File: src/hdl/substring_replace_first_defines.svh
// assertion macros of the substring rewriter top level
// expects aclk and aresetn in the scope where a macro is used
`ifndef SUBSTRING_REPLACE_FIRST_DEFINES_SVH
`define SUBSTRING_REPLACE_FIRST_DEFINES_SVH

`ifndef SYNTHESIS

// condition holds at every clock edge out of reset
`define SRF_ASSERT_ALWAYS(label, cond, msg) \
    label: assert property (@(posedge aclk) disable iff (!aresetn) (cond)) else $error(msg);

// antecedent at an edge implies consequent at the next edge
`define SRF_ASSERT_NEXT(label, ante, cons, msg) \
    label: assert property (@(posedge aclk) disable iff (!aresetn) (ante) |=> (cons)) \
        else $error(msg);

// antecedent implies consequent at the same edge
`define SRF_ASSERT_SAME(label, ante, cons, msg) \
    label: assert property (@(posedge aclk) disable iff (!aresetn) (ante) |-> (cons)) \
        else $error(msg);

`else

`define SRF_ASSERT_ALWAYS(label, cond, msg)
`define SRF_ASSERT_NEXT(label, ante, cons, msg)
`define SRF_ASSERT_SAME(label, ante, cons, msg)

`endif

`endif

File: src/hdl/srf_pkg.sv
// types and constants of the substring rewriter
// used by the window cells, the emit cells and the top level
`timescale 1ns / 1ps

package srf_pkg;

    localparam int BYTE_W    = 8;
    localparam int LEN_W     = 4;
    localparam int REG_BYTES = 8;
    localparam int CFG_W     = BYTE_W * REG_BYTES;
    localparam int CFG_IDX_W = 2;

    typedef enum logic [CFG_IDX_W-1:0] {
        CFG_PATTERN_BYTES      = 2'd0,
        CFG_PATTERN_LENGTH     = 2'd1,
        CFG_REPLACEMENT_BYTES  = 2'd2,
        CFG_REPLACEMENT_LENGTH = 2'd3
    } cfg_index_t;

    // control broadcast to every window cell
    typedef struct packed {
        logic              adv;
        logic              pop;
        logic [BYTE_W-1:0] text_byte;
    } win_ctrl_t;

    // control broadcast to every emit cell
    typedef struct packed {
        logic load;
        logic shift;
        logic skip;
    } emit_ctrl_t;

endpackage

File: src/hdl/srf_win_cell.sv
// one byte of the match window, with its pattern compare
// depends on srf_pkg
`timescale 1ns / 1ps

module srf_win_cell import srf_pkg::*; #(
    parameter int IDX   = 0,
    parameter int CNT_W = 4
) (
    input  logic              aclk,
    input  win_ctrl_t         ctrl,
    input  logic [CNT_W-1:0]  fill,
    input  logic [CNT_W-1:0]  l_act,
    input  logic [BYTE_W-1:0] pat_byte,
    input  logic [BYTE_W-1:0] nbr_in,
    output logic [BYTE_W-1:0] w_out,
    output logic              eq_out
);

    logic [BYTE_W-1:0] data_reg;
    logic [BYTE_W-1:0] data_next;

    // window contents after the incoming byte is appended
    assign w_out  = (fill == CNT_W'(IDX)) ? ctrl.text_byte : data_reg;
    // cells past the pattern length always agree
    assign eq_out = (CNT_W'(IDX) >= l_act) || (w_out == pat_byte);

    assign data_next = ctrl.pop ? nbr_in : w_out;

    always_ff @(posedge aclk) begin
        if (ctrl.adv) begin
            data_reg <= data_next;
        end
    end

endmodule

File: src/hdl/srf_emit_cell.sv
// one slot of the result burst queue, shifts toward the output register
// depends on srf_pkg
`timescale 1ns / 1ps

module srf_emit_cell import srf_pkg::*; (
    input  logic              aclk,
    input  emit_ctrl_t        ctrl,
    input  logic [BYTE_W-1:0] src_cur,
    input  logic [BYTE_W-1:0] src_nxt,
    input  logic [BYTE_W-1:0] nbr_in,
    output logic [BYTE_W-1:0] q_out
);

    logic [BYTE_W-1:0] data_reg;
    logic [BYTE_W-1:0] data_next;

    // on skip the first result went straight to the output register
    assign data_next = ctrl.load ? (ctrl.skip ? src_nxt : src_cur) : nbr_in;
    assign q_out     = data_reg;

    always_ff @(posedge aclk) begin
        if (ctrl.load || ctrl.shift) begin
            data_reg <= data_next;
        end
    end

endmodule

File: src/hdl/substring_replace_first.sv
// Byte stream rewriter: replaces the first occurrence of the configured pattern in each text
// (ended by final_byte) with the configured replacement. The first result of a byte is
// registered in the output register at the transfer of that byte if that register is free.
// A byte that yields one result or none is taken every cycle while the output flows. A byte
// that yields n results (a replacement burst or the flush of the window on the final byte)
// sends its first result straight to the output register when that register is free and
// parks the rest in the burst queue of emit cells, which drains one byte per result
// transfer; s_ready stays low until that queue is empty.
// Configure only while idle.
// depends on srf_pkg, srf_win_cell, srf_emit_cell and substring_replace_first_defines.svh
`timescale 1ns / 1ps
`include "substring_replace_first_defines.svh"

module substring_replace_first import srf_pkg::*; #(
    parameter int MAX_PATTERN     = 8,
    parameter int MAX_REPLACEMENT = 8
) (
    input  logic                 aclk,
    input  logic                 aresetn,
    input  logic                 cfg_valid,
    output logic                 cfg_ready,
    input  logic [CFG_IDX_W-1:0] cfg_index,
    input  logic [CFG_W-1:0]     cfg_data,
    input  logic                 s_valid,
    output logic                 s_ready,
    input  logic [BYTE_W-1:0]    s_text_byte,
    input  logic                 s_final_byte,
    output logic                 m_valid,
    input  logic                 m_ready,
    output logic [BYTE_W-1:0]    m_result_byte,
    output logic                 m_run_last,
    output logic                 m_text_end
);

    localparam int WIN_CAP  = (MAX_PATTERN < REG_BYTES) ? MAX_PATTERN : REG_BYTES;
    localparam int REP_CAP  = (MAX_REPLACEMENT < REG_BYTES) ? MAX_REPLACEMENT : REG_BYTES;
    localparam int EMIT_CAP = (WIN_CAP > REP_CAP) ? WIN_CAP : REP_CAP;
    localparam int CNT_W    = $clog2(WIN_CAP + 1);
    localparam int RL_W     = $clog2(REP_CAP + 1);
    localparam int EMIT_W   = $clog2(EMIT_CAP + 1);

    // configuration
    logic [CFG_W-1:0] pat_reg;
    logic [LEN_W-1:0] plen_reg;
    logic [CFG_W-1:0] rep_reg;
    logic [LEN_W-1:0] rlen_reg;

    // window control
    logic [CNT_W-1:0] fill_reg,   fill_next;
    logic [CNT_W-1:0] act_reg;
    logic             done_reg,   done_next;

    // burst queue and output register
    logic [EMIT_W-1:0] emit_cnt_reg, emit_cnt_next;
    logic              emit_end_reg;
    logic              out_valid_reg;
    logic [BYTE_W-1:0] out_byte_reg;
    logic              out_run_last_reg;
    logic              out_text_end_reg;

    logic              accept;
    logic              out_free;
    logic              direct;
    logic              shift_q;
    logic [CNT_W-1:0]  plen_sat;
    logic [RL_W-1:0]   rl_sat;
    logic [CNT_W-1:0]  l_now;
    logic [CNT_W-1:0]  fill_inc;
    logic              full;
    logic              hit;
    logic [EMIT_W-1:0] n_items;

    win_ctrl_t  win_ctrl;
    emit_ctrl_t emit_ctrl;

    logic [BYTE_W-1:0] win_w     [WIN_CAP+1];
    logic [WIN_CAP-1:0] win_eq;
    logic [BYTE_W-1:0] list_byte [EMIT_CAP+1];
    logic [BYTE_W-1:0] emit_q    [EMIT_CAP+1];

    assign cfg_ready = 1'b1;

    always_ff @(posedge aclk) begin
        if (!aresetn) begin
            pat_reg  <= '0;
            plen_reg <= '0;
            rep_reg  <= '0;
            rlen_reg <= '0;
        end else if (cfg_valid) begin
            unique case (cfg_index_t'(cfg_index))
                CFG_PATTERN_BYTES:      pat_reg  <= cfg_data;
                CFG_PATTERN_LENGTH:     plen_reg <= cfg_data[LEN_W-1:0];
                CFG_REPLACEMENT_BYTES:  rep_reg  <= cfg_data;
                CFG_REPLACEMENT_LENGTH: rlen_reg <= cfg_data[LEN_W-1:0];
                default: ;
            endcase
        end
    end

    assign plen_sat = (plen_reg > LEN_W'(WIN_CAP)) ? CNT_W'(WIN_CAP) : plen_reg[CNT_W-1:0];
    assign rl_sat   = (rlen_reg > LEN_W'(REP_CAP)) ? RL_W'(REP_CAP) : rlen_reg[RL_W-1:0];

    assign s_ready  = (emit_cnt_reg == '0);
    assign accept   = s_valid && s_ready;
    assign out_free = !out_valid_reg || m_ready;

    // pattern length is latched by each byte accepted while the window is empty
    assign l_now    = (fill_reg == '0) ? plen_sat : act_reg;
    assign fill_inc = fill_reg + 1'b1;
    assign full     = (l_now != '0) && (fill_inc == l_now);
    assign hit      = full && !done_reg && (&win_eq);

    always_comb begin
        if (l_now == '0) begin
            n_items = EMIT_W'(1);
        end else if (hit) begin
            n_items = EMIT_W'(rl_sat);
        end else if (s_final_byte) begin
            n_items = EMIT_W'(fill_inc);
        end else if (full) begin
            n_items = EMIT_W'(1);
        end else begin
            n_items = '0;
        end
    end

    always_comb begin
        if ((l_now == '0) || s_final_byte || hit) begin
            fill_next = '0;
        end else if (full) begin
            fill_next = l_now - 1'b1;
        end else begin
            fill_next = fill_inc;
        end
        if (s_final_byte) begin
            done_next = 1'b0;
        end else begin
            done_next = done_reg || hit;
        end
    end

    always_ff @(posedge aclk) begin
        if (!aresetn) begin
            fill_reg <= '0;
            act_reg  <= '0;
            done_reg <= 1'b0;
        end else if (accept) begin
            fill_reg <= fill_next;
            done_reg <= done_next;
            if (fill_reg == '0) begin
                act_reg <= plen_sat;
            end
        end
    end

    // window cells
    assign win_ctrl.adv       = accept;
    assign win_ctrl.pop       = full && !hit;
    assign win_ctrl.text_byte = s_text_byte;
    assign win_w[WIN_CAP]     = '0;

    for (genvar i = 0; i < WIN_CAP; i++) begin : g_win
        srf_win_cell #(
            .IDX   (i),
            .CNT_W (CNT_W)
        ) u_cell (
            .aclk     (aclk),
            .ctrl     (win_ctrl),
            .fill     (fill_reg),
            .l_act    (l_now),
            .pat_byte (pat_reg[BYTE_W*i +: BYTE_W]),
            .nbr_in   (win_w[i+1]),
            .w_out    (win_w[i]),
            .eq_out   (win_eq[i])
        );
    end

    // results of one byte: replacement bytes or window bytes, oldest first
    for (genvar i = 0; i <= EMIT_CAP; i++) begin : g_list
        logic [BYTE_W-1:0] rep_b;
        logic [BYTE_W-1:0] win_b;
        if (i < REP_CAP) begin : g_rep
            assign rep_b = rep_reg[BYTE_W*i +: BYTE_W];
        end else begin : g_rep_pad
            assign rep_b = '0;
        end
        if (i < WIN_CAP) begin : g_wb
            assign win_b = win_w[i];
        end else begin : g_wb_pad
            assign win_b = '0;
        end
        assign list_byte[i] = hit ? rep_b : win_b;
    end

    // burst queue
    assign direct  = accept && out_free && (n_items != '0);
    assign shift_q = (emit_cnt_reg != '0) && out_free;

    assign emit_ctrl.load  = accept;
    assign emit_ctrl.shift = shift_q;
    assign emit_ctrl.skip  = out_free;
    assign emit_q[EMIT_CAP] = '0;

    for (genvar i = 0; i < EMIT_CAP; i++) begin : g_emit
        srf_emit_cell u_cell (
            .aclk    (aclk),
            .ctrl    (emit_ctrl),
            .src_cur (list_byte[i]),
            .src_nxt (list_byte[i+1]),
            .nbr_in  (emit_q[i+1]),
            .q_out   (emit_q[i])
        );
    end

    always_comb begin
        if (accept) begin
            emit_cnt_next = direct ? (n_items - 1'b1) : n_items;
        end else if (shift_q) begin
            emit_cnt_next = emit_cnt_reg - 1'b1;
        end else begin
            emit_cnt_next = emit_cnt_reg;
        end
    end

    always_ff @(posedge aclk) begin
        if (!aresetn) begin
            emit_cnt_reg  <= '0;
            emit_end_reg  <= 1'b0;
            out_valid_reg <= 1'b0;
        end else begin
            emit_cnt_reg <= emit_cnt_next;
            if (accept) begin
                emit_end_reg <= s_final_byte;
            end
            if (direct || shift_q) begin
                out_valid_reg <= 1'b1;
            end else if (m_ready) begin
                out_valid_reg <= 1'b0;
            end
        end
    end

    always_ff @(posedge aclk) begin
        if (direct) begin
            out_byte_reg     <= list_byte[0];
            out_run_last_reg <= (n_items == EMIT_W'(1));
            out_text_end_reg <= s_final_byte && (n_items == EMIT_W'(1));
        end else if (shift_q) begin
            out_byte_reg     <= emit_q[0];
            out_run_last_reg <= (emit_cnt_reg == EMIT_W'(1));
            out_text_end_reg <= emit_end_reg && (emit_cnt_reg == EMIT_W'(1));
        end
    end

    assign m_valid       = out_valid_reg;
    assign m_result_byte = out_byte_reg;
    assign m_run_last    = out_run_last_reg;
    assign m_text_end    = out_text_end_reg;

    `SRF_ASSERT_SAME(a_fill_below_len, fill_reg != '0, fill_reg < act_reg, "window overfull")
    `SRF_ASSERT_SAME(a_queue_behind_out, emit_cnt_reg != '0, out_valid_reg, "output idle")
    `SRF_ASSERT_NEXT(a_final_clears, accept && s_final_byte, ~|{fill_reg, done_reg}, "not cleared")
    `SRF_ASSERT_NEXT(a_done_on_hit, !done_reg && !(accept && hit), !done_reg, "spurious flag")
    `SRF_ASSERT_SAME(a_end_is_last, m_valid && m_text_end, m_run_last, "text end not last")

endmodule

File: config.mk
export PLATFORM = sky130hd
export DESIGN_NAME = substring_replace_first
export DESIGN_NICKNAME = d
export VERILOG_FILES = /design/src/hdl/srf_pkg.sv /design/src/hdl/srf_win_cell.sv /design/src/hdl/srf_emit_cell.sv /design/src/hdl/substring_replace_first.sv
export VERILOG_INCLUDE_DIRS = /design/src /design/src/hdl
export SDC_FILE = /design/constraint.sdc
export NUM_CORES = 1
export LEC_CHECK = 0
export BUFFER_PORTS_ARGS = -buffer_cell sky130_fd_sc_hd__buf_2
export CELL_PAD_IN_SITES_DETAIL_PLACEMENT = 0
export CELL_PAD_IN_SITES_GLOBAL_PLACEMENT = 1
export CORE_MARGIN = 5
export CORE_UTILIZATION = 53
export CTS_BUF_LIST = sky130_fd_sc_hd__clkbuf_8
export CTS_CLUSTER_SIZE = 24
export DETAILED_ROUTE_END_ITERATION = 10
export HOLD_SLACK_MARGIN = 0.05
export PLACE_DENSITY_LB_ADDON = 0.1
export SYNTH_ARGS = -nofsm -noshare
export SYNTH_HDL_FRONTEND = slang
export SYNTH_HIERARCHICAL = 1
export SYNTH_SLANG_ARGS = --single-unit
export TNS_END_PERCENT = 30
File: constraint.sdc
create_clock -name aclk -period 14.2 [get_ports aclk]
set_input_delay 1.42 -clock aclk [delete_from_list [all_inputs] [get_ports aclk]]
set_output_delay 1.42 -clock aclk [all_outputs]
set_load 0.005 [all_outputs]
==> flow_metrics.env, run 1 <==
export IMPL_finClkSkew_ns=0.03530
export IMPL_ff_latch_count_synth=289
export IMPL_p_clk_share_pct=27.1
export IMPL_largest_net_degree_at_the_start_of_global_routing=96
export IMPL_floorplan_die_area_sq_mm=0.03425
export IMPL_list_of_cells_traversed_by_the_critical_path="nor4b_4, mux2_2, xnor2_1, o21ai_1, o32ai_2, nand4_1, or4_1, nor4_4, and2_2, buf_4, nand2_1, nand2_1, mux2i_1, a21oi_1"
export IMPL_synth_main_ff_cell="sky130_fd_sc_hd__dfxtp_1"
export IMPL_timing_final_ws_setup_ns=8.107
export IMPL_htreeDepth=2
export IMPL_io_buffer_count=91
export IMPL_final_util_pct=58.51
export IMPL_syn_area_sq_mm=0.01624
export IMPL_cp_startpoint="fill_reg[2]"
export IMPL_worstSetupPathDepth=14
export IMPL_ff2ff_path_depth=14
export IMPL_timing_final_hold_violations=0
export IMPL_holdBufCountCts=0
export IMPL_grt_overflow_total=0
export IMPL_synth_edff_count=138
export IMPL_pin_count=93
export IMPL_drt_wirelength_per_cell_microns=20.22
export IMPL_async_flop_share_pct=0
export IMPL_design_core_area_sq_mm=0.03043
export IMPL_nets=1925
export IMPL_cts_buffers=51
export IMPL_pwr_share_seq_pct=44.0
export IMPL_power_per_cell_area_mw_per_mm2=158.6
export IMPL_layout_cells_non_filler=2278
export IMPL_timing_slew_headroom_pct=14.44
export IMPL_ir_worst_vdd_uv=76.72
export IMPL_postCtsSetupRepairBufs=0
export IMPL_final_max_slew_viol_count=0
export IMPL_finalWeightedCongestion=0.8896
export IMPL_criticalPathCategory="reg2reg"
export IMPL_cts_path_max_buffers=3
export IMPL_yosysUniqueCellTypes=86
export IMPL_min_path_type="reg2reg"
export IMPL_seq_area_frac_synth_pct=44.12
export IMPL_dp_hpwl_mm=31.08
export IMPL_global_route_wire_length_before_repair_mm=71.42
export IMPL_cell_internal_pwr_mw=1.868
export IMPL_area_growth_pct=9.605
export IMPL_drt_antenna_violating_nets=0
export IMPL_place_worst_setup_slack_ns=8.090
export IMPL_drt_first_iter_violations=1024
export IMPL_number_of_antenna_violations_at_the_first_check_in_global_routing=0
export IMPL_ys_warnings_count=6
export IMPL_fp_row_count=64
export IMPL_dieWidth_microns=185.1
export IMPL_switchingPower_uw=955.2
export IMPL_crit_path_frequent_cell="sky130_fd_sc_hd__nand2_1"
export IMPL_clkTransAtPathRegs_ns=0.06
export IMPL_drt_drc_violations_left=0
export IMPL_power_leakage_nw=7.152
export IMPL_required_time_at_the_worst_slack_endpoint_ns=14.62
export IMPL_switching_share_pct=33.84
export IMPL_worstSetupStartpointType="flop"
export IMPL_timing_fmax_ghz=0.1641
export IMPL_critical_path_arrival_ns=6.51
export IMPL_rsz0062_at_grt="false"
export IMPL_critical_path_n_buffers_inverters=1
export IMPL_setup_viol=0
export IMPL_totalPowerFinal_mw=2.823
export IMPL_die_h_microns=185.1
export IMPL_vias_cell=5.655
export IMPL_combPwrFrac_pct=28.9
export IMPL_rrSetupSlack_ns=8.11
export IMPL_fin_hold_ws_ns=0.4660
export IMPL_via_count_of_the_first_global_routing_pass=12340
export IMPL_crit_family="simple AND/OR/NAND/NOR gates"
export IMPL_critical_path_endpoint="g_emit[2].u_cell/q_out[3]"
export IMPL_critical_path_endpoint_type="flop"
export IMPL_cts_sinks=289
export IMPL_clockRootBuffer="sky130_fd_sc_hd__clkbuf_8"
export IMPL_fin_crit_ns=6.093
export IMPL_highest_fanout_seen_on_the_critical_path=41
export IMPL_dr_pass1_iters=7
export IMPL_timing_rr_end="g_emit[2].u_cell/q_out[3]"
export IMPL_maxCapViolCount=0
export IMPL_tritoncts="done"
export IMPL_num_vias=12880
export IMPL_numPlacedInstances=2182
export IMPL_final_design_area_no_fill_sq_mm=0.01780
export IMPL_start_util_pct=53.38
export IMPL_worst_slew_pin_transition_ns=1.279
export IMPL_r2r_start="fill_reg[2]"
export IMPL_crit_path_top_delay_cell="sky130_fd_sc_hd__dfxtp_1"
export IMPL_final_period_utilization_pct=42.91
export IMPL_finalSetupTns_ns=0
export IMPL_drt_wl_total_mm=46.07
export IMPL_post_cts_resized=0
export IMPL_result_of_the_run="completed"
export IMPL_worst_path_largest_cell_delay_ns=0.87
export IMPL_clkLatencyLatePin_ns=0.59
export IMPL_syn_instance_count=1768
export IMPL_groute_usage_overall_pct=26.55
export IMPL_average_cell_area_after_synthesis_sq_um=9.187
export IMPL_drive_gt1_share_pct=18.29
export IMPL_postPlaceCellArea_sq_mm=0.01677
synth_stat cells, types with 6 or more instances:
| cell | count | area, sq um |
|---|---|---|
| sky130_fd_sc_hd__clkbuf_1 | 51 | 191.4 |
| sky130_fd_sc_hd__nand3_1 | 7 | 35.03 |
| sky130_fd_sc_hd__xnor2_1 | 26 | 227.7 |
| sky130_fd_sc_hd__dfxtp_1 | 151 | 3023 |
| sky130_fd_sc_hd__nand4_1 | 7 | 43.79 |
| sky130_fd_sc_hd__buf_2 | 11 | 55.05 |
| sky130_fd_sc_hd__and2_1 | 8 | 50.05 |
| sky130_fd_sc_hd__or3_1 | 6 | 37.54 |
| sky130_fd_sc_hd__a31oi_1 | 10 | 62.56 |
| sky130_fd_sc_hd__o22ai_1 | 10 | 62.56 |
| sky130_fd_sc_hd__inv_1 | 75 | 281.5 |
| sky130_fd_sc_hd__nor3_1 | 10 | 50.05 |
| sky130_fd_sc_hd__a21oi_1 | 80 | 400.4 |
| sky130_fd_sc_hd__mux2i_1 | 78 | 780.8 |
| sky130_fd_sc_hd__nor2b_1 | 14 | 87.58 |
| sky130_fd_sc_hd__mux2_4 | 8 | 120.1 |
| sky130_fd_sc_hd__buf_1 | 10 | 37.54 |
| sky130_fd_sc_hd__a222oi_1 | 14 | 140.1 |
| sky130_fd_sc_hd__a21boi_0 | 131 | 983.4 |
| sky130_fd_sc_hd__buf_4 | 12 | 90.09 |
| sky130_fd_sc_hd__nand2_1 | 499 | 1873 |
| sky130_fd_sc_hd__o21ai_0 | 18 | 90.09 |
| sky130_fd_sc_hd__xor2_1 | 26 | 227.7 |
| sky130_fd_sc_hd__buf_6 | 22 | 247.7 |
| sky130_fd_sc_hd__nand2b_1 | 6 | 37.54 |
| sky130_fd_sc_hd__edfxtp_1 | 138 | 4144 |
| sky130_fd_sc_hd__or2_2 | 20 | 125.1 |
| sky130_fd_sc_hd__ha_1 | 6 | 75.07 |
| sky130_fd_sc_hd__o21ai_1 | 7 | 35.03 |
| sky130_fd_sc_hd__nor2_1 | 98 | 367.9 |
| sky130_fd_sc_hd__mux2_2 | 100 | 1126 |
kinds of logic (layout without fill, tap and decap cells):
group,Yosys count,after routing,synth area share [%]
xor+xnor,53,53,2.904
fa+ha+maj,6,6,0.4622
flops,289,289,44.12
other cells,2,26,0.04624
buf+inv,183,273,5.677
simple gates,709,709,19.13
mux,192,192,12.91
compound gates,334,334,14.74
routing by layer:
metal	wire (microns)	track usage [%]	up-vias
met3	2336	3.260	75
li1	-	-	6245
met5	0	0	-
met1	21130	37.30	6188
met2	21560	43.77	374
met4	1042	7.017	0
cell type report:
class                      count  area, sq um
clock inverter                33        176.4
multi-input combinational   1319         8277
clock buffer                  62        853.3
fill                        2870        12630
antenna                        1        2.502
tap                          396        495.5
sequential                   289         7167
timing repair buffer         102        540.5
inverter                      76        291.5
power groups by stage:
| stage | clock network [mW] | logic (mW) | registers [mW] |
|---|---|---|---|
| after floorplan | 0 | 0.603 | 1.24 |
| after global placement | 0 | 0.799 | 1.26 |
| after detailed placement | 0 | 0.811 | 1.26 |
| after CTS | 0.783 | 0.813 | 1.24 |
| after global routing | 0.823 | 0.900 | 1.26 |
| final | 0.764 | 0.817 | 1.24 |
worst reg2reg max path: cells and delay by family (launching register included):
kind / cells / cell delay [ns]
AND/OR/NAND/NOR: 7 / 3.13
flip-flops: 1 / 0.87
AO/OA/AOI/OAI: 3 / 0.63
multiplexers: 2 / 0.59
buffers and inverters: 1 / 0.58
XOR/XNOR: 1 / 0.14
cell usage in the layout (no fill, tap or decap), types with 12 or more instances in the layout:
cell and instances:
sky130_fd_sc_hd__nand2_1 499, sky130_fd_sc_hd__dfxtp_1 151, sky130_fd_sc_hd__edfxtp_1 138, sky130_fd_sc_hd__a21boi_0 131, sky130_fd_sc_hd__mux2_2 100, sky130_fd_sc_hd__nor2_1 97
sky130_fd_sc_hd__inv_1 93, sky130_fd_sc_hd__buf_2 90, sky130_fd_sc_hd__a21oi_1 80, sky130_fd_sc_hd__mux2i_1 78, sky130_fd_sc_hd__clkbuf_8 62, sky130_fd_sc_hd__xor2_1 26
sky130_fd_sc_hd__xnor2_1 26, sky130_fd_sc_hd__conb_1 25, sky130_fd_sc_hd__or2_2 19, sky130_fd_sc_hd__o21ai_0 18, sky130_fd_sc_hd__nor2b_1 14, sky130_fd_sc_hd__a222oi_1 14
sky130_fd_sc_hd__buf_4 12
how the worst min path moves through the flow:
stage,start,end,cells past startpoint
6_report,rep_reg[45],rep_reg[45],2
3_3_place_gp,pat_reg[2],pat_reg[2],2
2_1_floorplan,pat_reg[10],pat_reg[10],2
4_1_cts,rep_reg[45],rep_reg[45],2
5_1_grt,rep_reg[45],rep_reg[45],2
3_5_place_dp,rep_reg[45],rep_reg[45],2
Note: power is estimated with default switching activity, not from simulation.
==> inputs of run 2 (changes only) <==
--- a/config.mk
+++ b/config.mk
@@ -6,11 +6,12 @@
 export SDC_FILE = /design/constraint.sdc
 export NUM_CORES = 1
 export LEC_CHECK = 0
+export ABC_AREA = 1
 export BUFFER_PORTS_ARGS = -buffer_cell sky130_fd_sc_hd__buf_2
 export CELL_PAD_IN_SITES_DETAIL_PLACEMENT = 0
 export CELL_PAD_IN_SITES_GLOBAL_PLACEMENT = 1
 export CORE_MARGIN = 5
-export CORE_UTILIZATION = 53
+export CORE_UTILIZATION = 47
 export CTS_BUF_LIST = sky130_fd_sc_hd__clkbuf_8
 export CTS_CLUSTER_SIZE = 24
 export DETAILED_ROUTE_END_ITERATION = 10
==> constraint.sdc (replaced) <==
create_clock -name aclk -period 5.9 [get_ports aclk]
set_input_delay 0.59 -clock aclk [delete_from_list [all_inputs] [get_ports aclk]]
set_output_delay 0.59 -clock aclk [all_outputs]
set_load 0.005 [all_outputs]
==> flow_metrics.env, run 2 <==
export IMPL_ir_worst_vdd_uv=208.1
export IMPL_clockRootBuffer="sky130_fd_sc_hd__clkbuf_8"
export IMPL_async_flop_share_pct=0
export IMPL_yosysMostFrequentCell="sky130_fd_sc_hd__nand2_1"
export IMPL_design_core_area_sq_mm=0.03652
export IMPL_drt_first_iter_violations=1239
export IMPL_vias_cell=5.180
export IMPL_pin_count=93
export IMPL_critical_path_arrival_ns=5.93
export IMPL_synth_area_leader_cell="sky130_fd_sc_hd__edfxtp_1"
export IMPL_fin_hold_ws_ns=0.1781
export IMPL_global_route_wire_length_before_repair_mm=82.72
export IMPL_worstSetupStartpointType="flop"
export IMPL_groute_usage_overall_pct=25.39
export IMPL_synth_top_family_by_area="simple AND/OR/NAND/NOR gates"
export IMPL_timing_slew_headroom_pct=37.47
export IMPL_final_max_slew_viol_count=0
export IMPL_grt_overflow_total=0
export IMPL_synth_simple_area_share_pct=40.12
export IMPL_drt_wirelength_per_cell_microns=17.39
export IMPL_post_synth_fa_ha_maj_area_fraction_pct=0.4329
export IMPL_timing_final_ws_setup_ns=0.4961
export IMPL_drive_gt1_share_pct=16.82
export IMPL_floorplan_die_area_sq_mm=0.04084
export IMPL_timing_fmax_ghz=0.1851
export IMPL_via_count_of_the_first_global_routing_pass=14920
export IMPL_highest_fanout_seen_on_the_critical_path=38
export IMPL_post_synth_main_area_contributors="sky130_fd_sc_hd__edfxtp_1 24%, sky130_fd_sc_hd__dfxtp_1 17%, sky130_fd_sc_hd__nand2_1 16%"
export IMPL_area_growth_pct=9.877
export IMPL_tritoncts="done"
export IMPL_post_cts_resized=0
export IMPL_yosysUniqueCellTypes=42
export IMPL_mostFrequentLayoutCells="756 x sky130_fd_sc_hd__nand2_1, 371 x sky130_fd_sc_hd__nor2_1, 207 x sky130_fd_sc_hd__inv_1, 154 x sky130_fd_sc_hd__o21ai_0, 151 x sky130_fd_sc_hd__dfxtp_1"
export IMPL_synth_top_area_share_pct=23.90
export IMPL_synth_edff_count=138
export IMPL_start_util_pct=47.48
export IMPL_power_per_cell_area_mw_per_mm2=541.4
export IMPL_syn_instance_count=2419
export IMPL_wl_met3_mm=2.942
export IMPL_syn_area_sq_mm=0.01734
export IMPL_post_synth_most_frequent_cells="756 x sky130_fd_sc_hd__nand2_1, 372 x sky130_fd_sc_hd__nor2_1, 194 x sky130_fd_sc_hd__inv_1"
export IMPL_criticalPathCategory="reg2reg"
export IMPL_synth_main_ff_cell="sky130_fd_sc_hd__dfxtp_1"
export IMPL_finalWeightedCongestion=0.8831
export IMPL_power_leakage_nw=9.177
export IMPL_fp_row_count=70
export IMPL_seq_area_frac_synth_pct=41.33
export IMPL_synth_xor_area_share_pct=0.05051
export IMPL_antenna_cells_inserted=0
export IMPL_detail_route_wirelength_met1_mm=24.04
export IMPL_critical_path_endpoint_type="flop"
export IMPL_dr_pass1_iters=6
export IMPL_cts_buffers=53
export IMPL_drt_antenna_violating_nets=0
export IMPL_cts_path_max_buffers=3
export IMPL_timing_final_hold_violations=0
export IMPL_rsz0062_at_grt="false"
export IMPL_maxCapViolCount=0
export IMPL_io_buffer_count=91
export IMPL_cts_sinks=289
export IMPL_num_vias=15630
export IMPL_met2_length_mm=23.92
export IMPL_synth_compound_gate_area_share_pct=7.937
export IMPL_clkLatencyLatePin_ns=0.66
export IMPL_dieWidth_microns=202.1
export IMPL_place_worst_setup_slack_ns=0.5205
export IMPL_nets=2591
export IMPL_required_time_at_the_worst_slack_endpoint_ns=6.42
export IMPL_number_of_antenna_violations_at_the_first_check_in_global_routing=0
export IMPL_result_of_the_run="completed"
export IMPL_die_h_microns=202.1
export IMPL_largest_net_degree_at_the_start_of_global_routing=86
export IMPL_rrSetupSlack_ns=0.50
export IMPL_clkTransAtPathRegs_ns=0.06
export IMPL_htreeDepth=2
export IMPL_final_period_utilization_pct=91.59
export IMPL_drt_wl_total_mm=52.47
export IMPL_dp_hpwl_mm=37.18
export IMPL_min_path_type="in2reg"
export IMPL_layout_cells_most_common="sky130_fd_sc_hd__nand2_1"
export IMPL_ys_warnings_count=6
export IMPL_multiplexer_area_fraction_after_synthesis_pct=0
export IMPL_finClkSkew_ns=0.03467
export IMPL_holdBufCountCts=0
export IMPL_ff_latch_count_synth=289
export IMPL_worst_slew_pin_transition_ns=0.9345
export IMPL_postCtsSetupRepairBufs=0
export IMPL_highest_layer="met4"
export IMPL_drt_drc_violations_left=0
export IMPL_finalSetupTns_ns=0
export IMPL_average_cell_area_after_synthesis_sq_um=7.169
export IMPL_fin_crit_ns=5.404
export IMPL_setup_viol=0
==> run 2: changes by cell type after synthesis, moves of 48 or more <==
cell                       change
sky130_fd_sc_hd__nand3_1     +127
sky130_fd_sc_hd__mux2i_1      -78
sky130_fd_sc_hd__nor2_1      +274
sky130_fd_sc_hd__nand2_1     +257
sky130_fd_sc_hd__nand3_2      +48
sky130_fd_sc_hd__o21ai_0     +136
sky130_fd_sc_hd__inv_2        +64
sky130_fd_sc_hd__a21boi_0    -131
sky130_fd_sc_hd__nand2_2      +78
sky130_fd_sc_hd__mux2_2      -100
sky130_fd_sc_hd__inv_1       +119
sky130_fd_sc_hd__a21oi_1      -63
sky130_fd_sc_hd__a31oi_1      +62
==> run 2: worst paths after layout <==
kind,start,to,depth (start not counted)
max,fill_reg[0],m_valid,18
min,cfg_data[32],rep_reg[32],3
max reg2reg,fill_reg[0],m_valid,18
min reg2reg,rlen_reg[1],rlen_reg[1],2
==> run 2: area by class of cell <==
| class | instances | area (sq um) |
|---|---|---|
| Multi-Input combinational cell | 1785 | 8524 |
| Clock inverter | 34 | 227.7 |
| Tap cell | 468 | 585.6 |
| Fill cell | 3795 | 17470 |
| Sequential cell | 289 | 7167 |
| Inverter | 266 | 1041 |
| Timing Repair Buffer | 110 | 600.6 |
| Clock buffer | 66 | 908.4 |
==> run 2: per-stage QoR <==
stage	power, mW	std cells	utilization, %	instance area, sq um
2_1_floorplan	7.100	2442	-	17430
3_3_place_gp	8.226	2918	49.06	17920
3_5_place_dp	8.285	2918	49.06	17920
4_1_cts	10.37	3018	52.17	19050
5_1_grt	11.15	3018	52.17	19050
6_report	10.32	3018	52.17	19050
==> run 2: metal layers <==
layer  GRT usage (%)  up-vias
met1           34.85     7209
met5               0        -
li1                -     7900
met3           3.899       89
met2           41.01      435
met4           8.862        0
==> run 2: power by group <==
group	total [mW]	internal, mW	switching, mW
combinational	4.97	1.45	3.53
sequential	3.30	3.05	0.252
clock	2.04	1.14	0.897
==> run 2: kinds of logic after synthesis <==
group | Yosys count
and+or+nand+nor | 1501
buffers and inverters | 368
DFF | 289
AOI/OAI and AO/OA | 252
adders and majority gates | 6
other | 2
xor gates and xnor gates | 1
==> run 2: critical path: stages (launching register included) <==
cell                      delay, ns
sky130_fd_sc_hd__dfxtp_1       0.90
sky130_fd_sc_hd__inv_1         0.22
sky130_fd_sc_hd__ha_1          0.36
sky130_fd_sc_hd__nand4_1       0.20
sky130_fd_sc_hd__nand2_1       0.21
sky130_fd_sc_hd__or4_1         0.51
sky130_fd_sc_hd__nand2_1       0.10
sky130_fd_sc_hd__nand4_1       0.09
sky130_fd_sc_hd__nor3_1        0.58
sky130_fd_sc_hd__nand3_4       0.49
sky130_fd_sc_hd__nand3_1       0.24
sky130_fd_sc_hd__nand2_1       0.06
sky130_fd_sc_hd__nor2_1        0.25
sky130_fd_sc_hd__ha_1          0.25
sky130_fd_sc_hd__nand3_2       0.12
sky130_fd_sc_hd__nand2_2       0.13
sky130_fd_sc_hd__nand2_1       0.28
sky130_fd_sc_hd__o21ai_0       0.24
sky130_fd_sc_hd__inv_1         0.05
==> inputs of run 3 (changes only) <==
--- a/config.mk
+++ b/config.mk
@@ -19,6 +19,5 @@
 export PLACE_DENSITY_LB_ADDON = 0.1
 export SYNTH_ARGS = -nofsm -noshare
 export SYNTH_HDL_FRONTEND = slang
-export SYNTH_HIERARCHICAL = 1
 export SYNTH_SLANG_ARGS = --single-unit
 export TNS_END_PERCENT = 30
==> flow_metrics.env, run 3 <==
export IMPL_syn_instance_count=2022
export IMPL_totalPowerFinal_mw=7.873
export IMPL_nets=2159
export IMPL_worst_slew_pin_transition_ns=0.9341
export IMPL_ff_latch_count_synth=289
export IMPL_htreeDepth=2
export IMPL_grt_overflow_total=0
export IMPL_drt_antenna_violating_nets=0
export IMPL_dp_hpwl_mm=35.13
export IMPL_syn_nets=2110
export IMPL_seq_area_frac_synth_pct=47.32
export IMPL_pwr_share_seq_pct=38.7
export IMPL_crit_family="simple AND/OR/NAND/NOR gates"
export IMPL_required_time_at_the_worst_slack_endpoint_ns=6.17
export IMPL_largest_net_degree_at_the_start_of_global_routing=100
export IMPL_highest_fanout_seen_on_the_critical_path=21
export IMPL_worstSetupStartpointType="flop"
export IMPL_ir_worst_vdd_uv=204.1
export IMPL_drive_gt1_share_pct=10.88
export IMPL_grt_most_used_layer="met2"
export IMPL_mostFrequentLayoutCells="596 x sky130_fd_sc_hd__nand2_1, 241 x sky130_fd_sc_hd__o21ai_0, 236 x sky130_fd_sc_hd__inv_1, 151 x sky130_fd_sc_hd__dfxtp_1, 138 x sky130_fd_sc_hd__edfxtp_1"
export IMPL_dieWidth_microns=189.5
export IMPL_finClkSkew_ns=0.02869
export IMPL_post_synth_main_area_contributors="sky130_fd_sc_hd__edfxtp_1 27%, sky130_fd_sc_hd__dfxtp_1 20%, sky130_fd_sc_hd__nand2_1 15%"
export IMPL_critical_path_n_buffers_inverters=0
export IMPL_fp_row_count=65
export IMPL_switching_share_pct=40.04
export IMPL_holdBufCountCts=0
export IMPL_vias_cell=5.487
export IMPL_critical_path_arrival_ns=5.10
export IMPL_timing_slew_headroom_pct=37.72
export IMPL_synth_edff_count=138
export IMPL_area_growth_pct=10.98
export IMPL_timing_final_hold_violations=0
export IMPL_synth_top_area_share_pct=27.36
export IMPL_criticalPathCategory="reg2reg"
export IMPL_cts_path_max_buffers=3
export IMPL_global_route_usage_met2_pct=46.19
export IMPL_finalWeightedCongestion=0.9017
export IMPL_clkLatencyLatePin_ns=0.63
export IMPL_critical_path_endpoint_type="flop"
export IMPL_setup_viol=0
export IMPL_numPlacedInstances=2420
export IMPL_timing_final_ws_setup_ns=1.077
export IMPL_drt_first_iter_violations=1195
export IMPL_worstSetupPathDepth=16
export IMPL_min_path_type="in2reg"
export IMPL_average_cell_area_after_synthesis_sq_um=7.490
export IMPL_drt_drc_violations_left=0
export IMPL_num_vias=13810
export IMPL_global_route_wire_length_before_repair_mm=76.91
export IMPL_groute_usage_overall_pct=27.91
export IMPL_clkTransAtPathRegs_ns=0.06
export IMPL_maxCapViolCount=0
export IMPL_crit_path_frequent_cell="sky130_fd_sc_hd__nand2_1"
export IMPL_yosysUniqueCellTypes=39
export IMPL_met1_usage_pct=37.13
export IMPL_cell_internal_pwr_mw=4.720
export IMPL_cts_buffers=51
export IMPL_pin_count=93
export IMPL_finalSetupTns_ns=0
export IMPL_cts_sinks=289
export IMPL_floorplan_die_area_sq_mm=0.03592
export IMPL_rsz0062_at_grt="false"
export IMPL_final_max_slew_viol_count=0
export IMPL_ys_warnings_count=0
export IMPL_list_of_cells_traversed_by_the_critical_path="nor2_8, nand2_1, nand2_1, nand2_1, nor2_1, nand2_2, nand2_1, nand2_1, nor2_4, nand3_4, nand2_1, nand3_1, ha_1, nand3_2, nand2_4, nand2_1"
export IMPL_async_flop_share_pct=0
export IMPL_tritoncts="done"
export IMPL_place_worst_setup_slack_ns=1.123
export IMPL_io_buffer_count=91
export IMPL_clockRootBuffer="sky130_fd_sc_hd__clkbuf_8"
export IMPL_worstHoldPathCells=3
export IMPL_antenna_cells_inserted=0
export IMPL_fin_hold_ws_ns=0.1980
export IMPL_syn_area_sq_mm=0.01515
export IMPL_drt_wl_total_mm=50.87
export IMPL_grt_met3_usage_pct=4.369
export IMPL_die_h_microns=189.5
export IMPL_final_design_area_no_fill_sq_mm=0.01681
export IMPL_post_cts_resized=0
export IMPL_power_leakage_nw=7.446
export IMPL_fin_crit_ns=4.823
export IMPL_postCtsSetupRepairBufs=0
export IMPL_post_synth_most_frequent_cells="600 x sky130_fd_sc_hd__nand2_1, 241 x sky130_fd_sc_hd__o21ai_0, 219 x sky130_fd_sc_hd__inv_1"
export IMPL_ff2ff_path_depth=16
export IMPL_result_of_the_run="completed"
export IMPL_synth_area_leader_cell="sky130_fd_sc_hd__edfxtp_1"
export IMPL_crit_path_top_delay_cell="sky130_fd_sc_hd__dfxtp_1"
export IMPL_final_period_utilization_pct=81.74
export IMPL_design_core_area_sq_mm=0.03172
export IMPL_yosysMostFrequentCell="sky130_fd_sc_hd__nand2_1"
export IMPL_postPlaceCellArea_sq_mm=0.01577
export IMPL_combPwrFrac_pct=37.3
export IMPL_timing_fmax_ghz=0.2074
export IMPL_synth_main_ff_cell="sky130_fd_sc_hd__dfxtp_1"
export IMPL_power_per_cell_area_mw_per_mm2=468.4
export IMPL_start_util_pct=47.75
export IMPL_worst_path_largest_cell_delay_ns=0.58
export IMPL_layout_cells_non_filler=2516
export IMPL_drt_wirelength_per_cell_microns=20.22
export IMPL_number_of_antenna_violations_at_the_first_check_in_global_routing=0
export IMPL_via_count_of_the_first_global_routing_pass=12840
export IMPL_p_clk_share_pct=23.9
export IMPL_switchingPower_mw=3.152
export IMPL_layout_cells_most_common="sky130_fd_sc_hd__nand2_1"
export IMPL_dr_pass1_iters=5
export IMPL_final_util_pct=52.99
[run 3: changes by cell type in the layout (fill, tap and decap cells not counted), sizes merged, moves of 3 or more]
cell    change
a31oi      -70
or2         -8
o21ai     +132
conb       -24
nand3b     -19
bufinv      -3
o221ai     +42
o211ai     +11
nor2      -250
nand2     -230
nand4       +4
nand3      -85
a21oi     +102
inv        -40
[run 3: cells by family (layout without fill, tap and decap cells)]
kind of cell | after synthesis | after routing | synth area share, %
other | 1 | 1 | 0.02476
and+or+nand+nor | 909 | 909 | 25.60
xor gates and xnor gates | 3 | 3 | 0.1735
buffers and inverters | 343 | 435 | 9.228
AOI/OAI and AO/OA | 469 | 469 | 16.99
adders and majority gates | 8 | 8 | 0.6609
DFF | 289 | 289 | 47.32
[run 3: worst paths after layout]
check | startpoint | endpoint | slack [ns]
setup / recovery | fill_reg[2] | m_result_byte[1] | 1.08
setup reg to reg | fill_reg[2] | m_result_byte[1] | 1.08
hold reg to reg | rep_reg[38] | rep_reg[38] | 0.44
hold / removal | cfg_data[59] | pat_reg[59] | 0.20
[run 3: cell type report]
type / instances / area [sq um]
multi-input cells: 1390 / 6619
inverters: 227 / 853.3
fillers: 3157 / 14910
clock buffers: 66 / 908.4
flip-flops and latches: 289 / 7167
well taps: 402 / 503.0
repair buffers: 112 / 628.1
clock inverters: 30 / 130.1
[run 3: per-layer routing]
layer | routed length (microns) | vias up | share of wire (%)
li1 | - | 6809 | -
met1 | 22240 | 6476 | 44
met2 | 23930 | 424 | 47
met3 | 2751 | 96 | 5.4
met4 | 1952 | 0 | 3.8
met5 | 0 | - | 0
[run 3: worst reg2reg max path, stage by stage (launching register included)]
cell                      delay, ns
sky130_fd_sc_hd__dfxtp_1       0.58
sky130_fd_sc_hd__nor2_8        0.43
sky130_fd_sc_hd__nand2_1       0.46
sky130_fd_sc_hd__nand2_1       0.20
sky130_fd_sc_hd__nand2_1       0.13
sky130_fd_sc_hd__nor2_1        0.32
sky130_fd_sc_hd__nand2_2       0.27
sky130_fd_sc_hd__nand2_1       0.20
sky130_fd_sc_hd__nand2_1       0.11
sky130_fd_sc_hd__nor2_4        0.14
sky130_fd_sc_hd__nand3_4       0.26
sky130_fd_sc_hd__nand2_1       0.15
sky130_fd_sc_hd__nand3_1       0.22
sky130_fd_sc_hd__ha_1          0.32
sky130_fd_sc_hd__nand3_2       0.12
sky130_fd_sc_hd__nand2_4       0.14
sky130_fd_sc_hd__nand2_1       0.42
[run 3: power by group through the flow]
| stage | logic, mW | clock network [mW] | registers [mW] |
|---|---|---|---|
| finish | 2.94 | 1.88 | 3.05 |
| global placement | 2.89 | 0 | 3.08 |
| detailed placement | 2.91 | 0 | 3.09 |
| CTS | 2.93 | 1.93 | 3.05 |
| global route | 3.27 | 2.02 | 3.09 |
| floorplan | 2.03 | 0 | 3.05 |
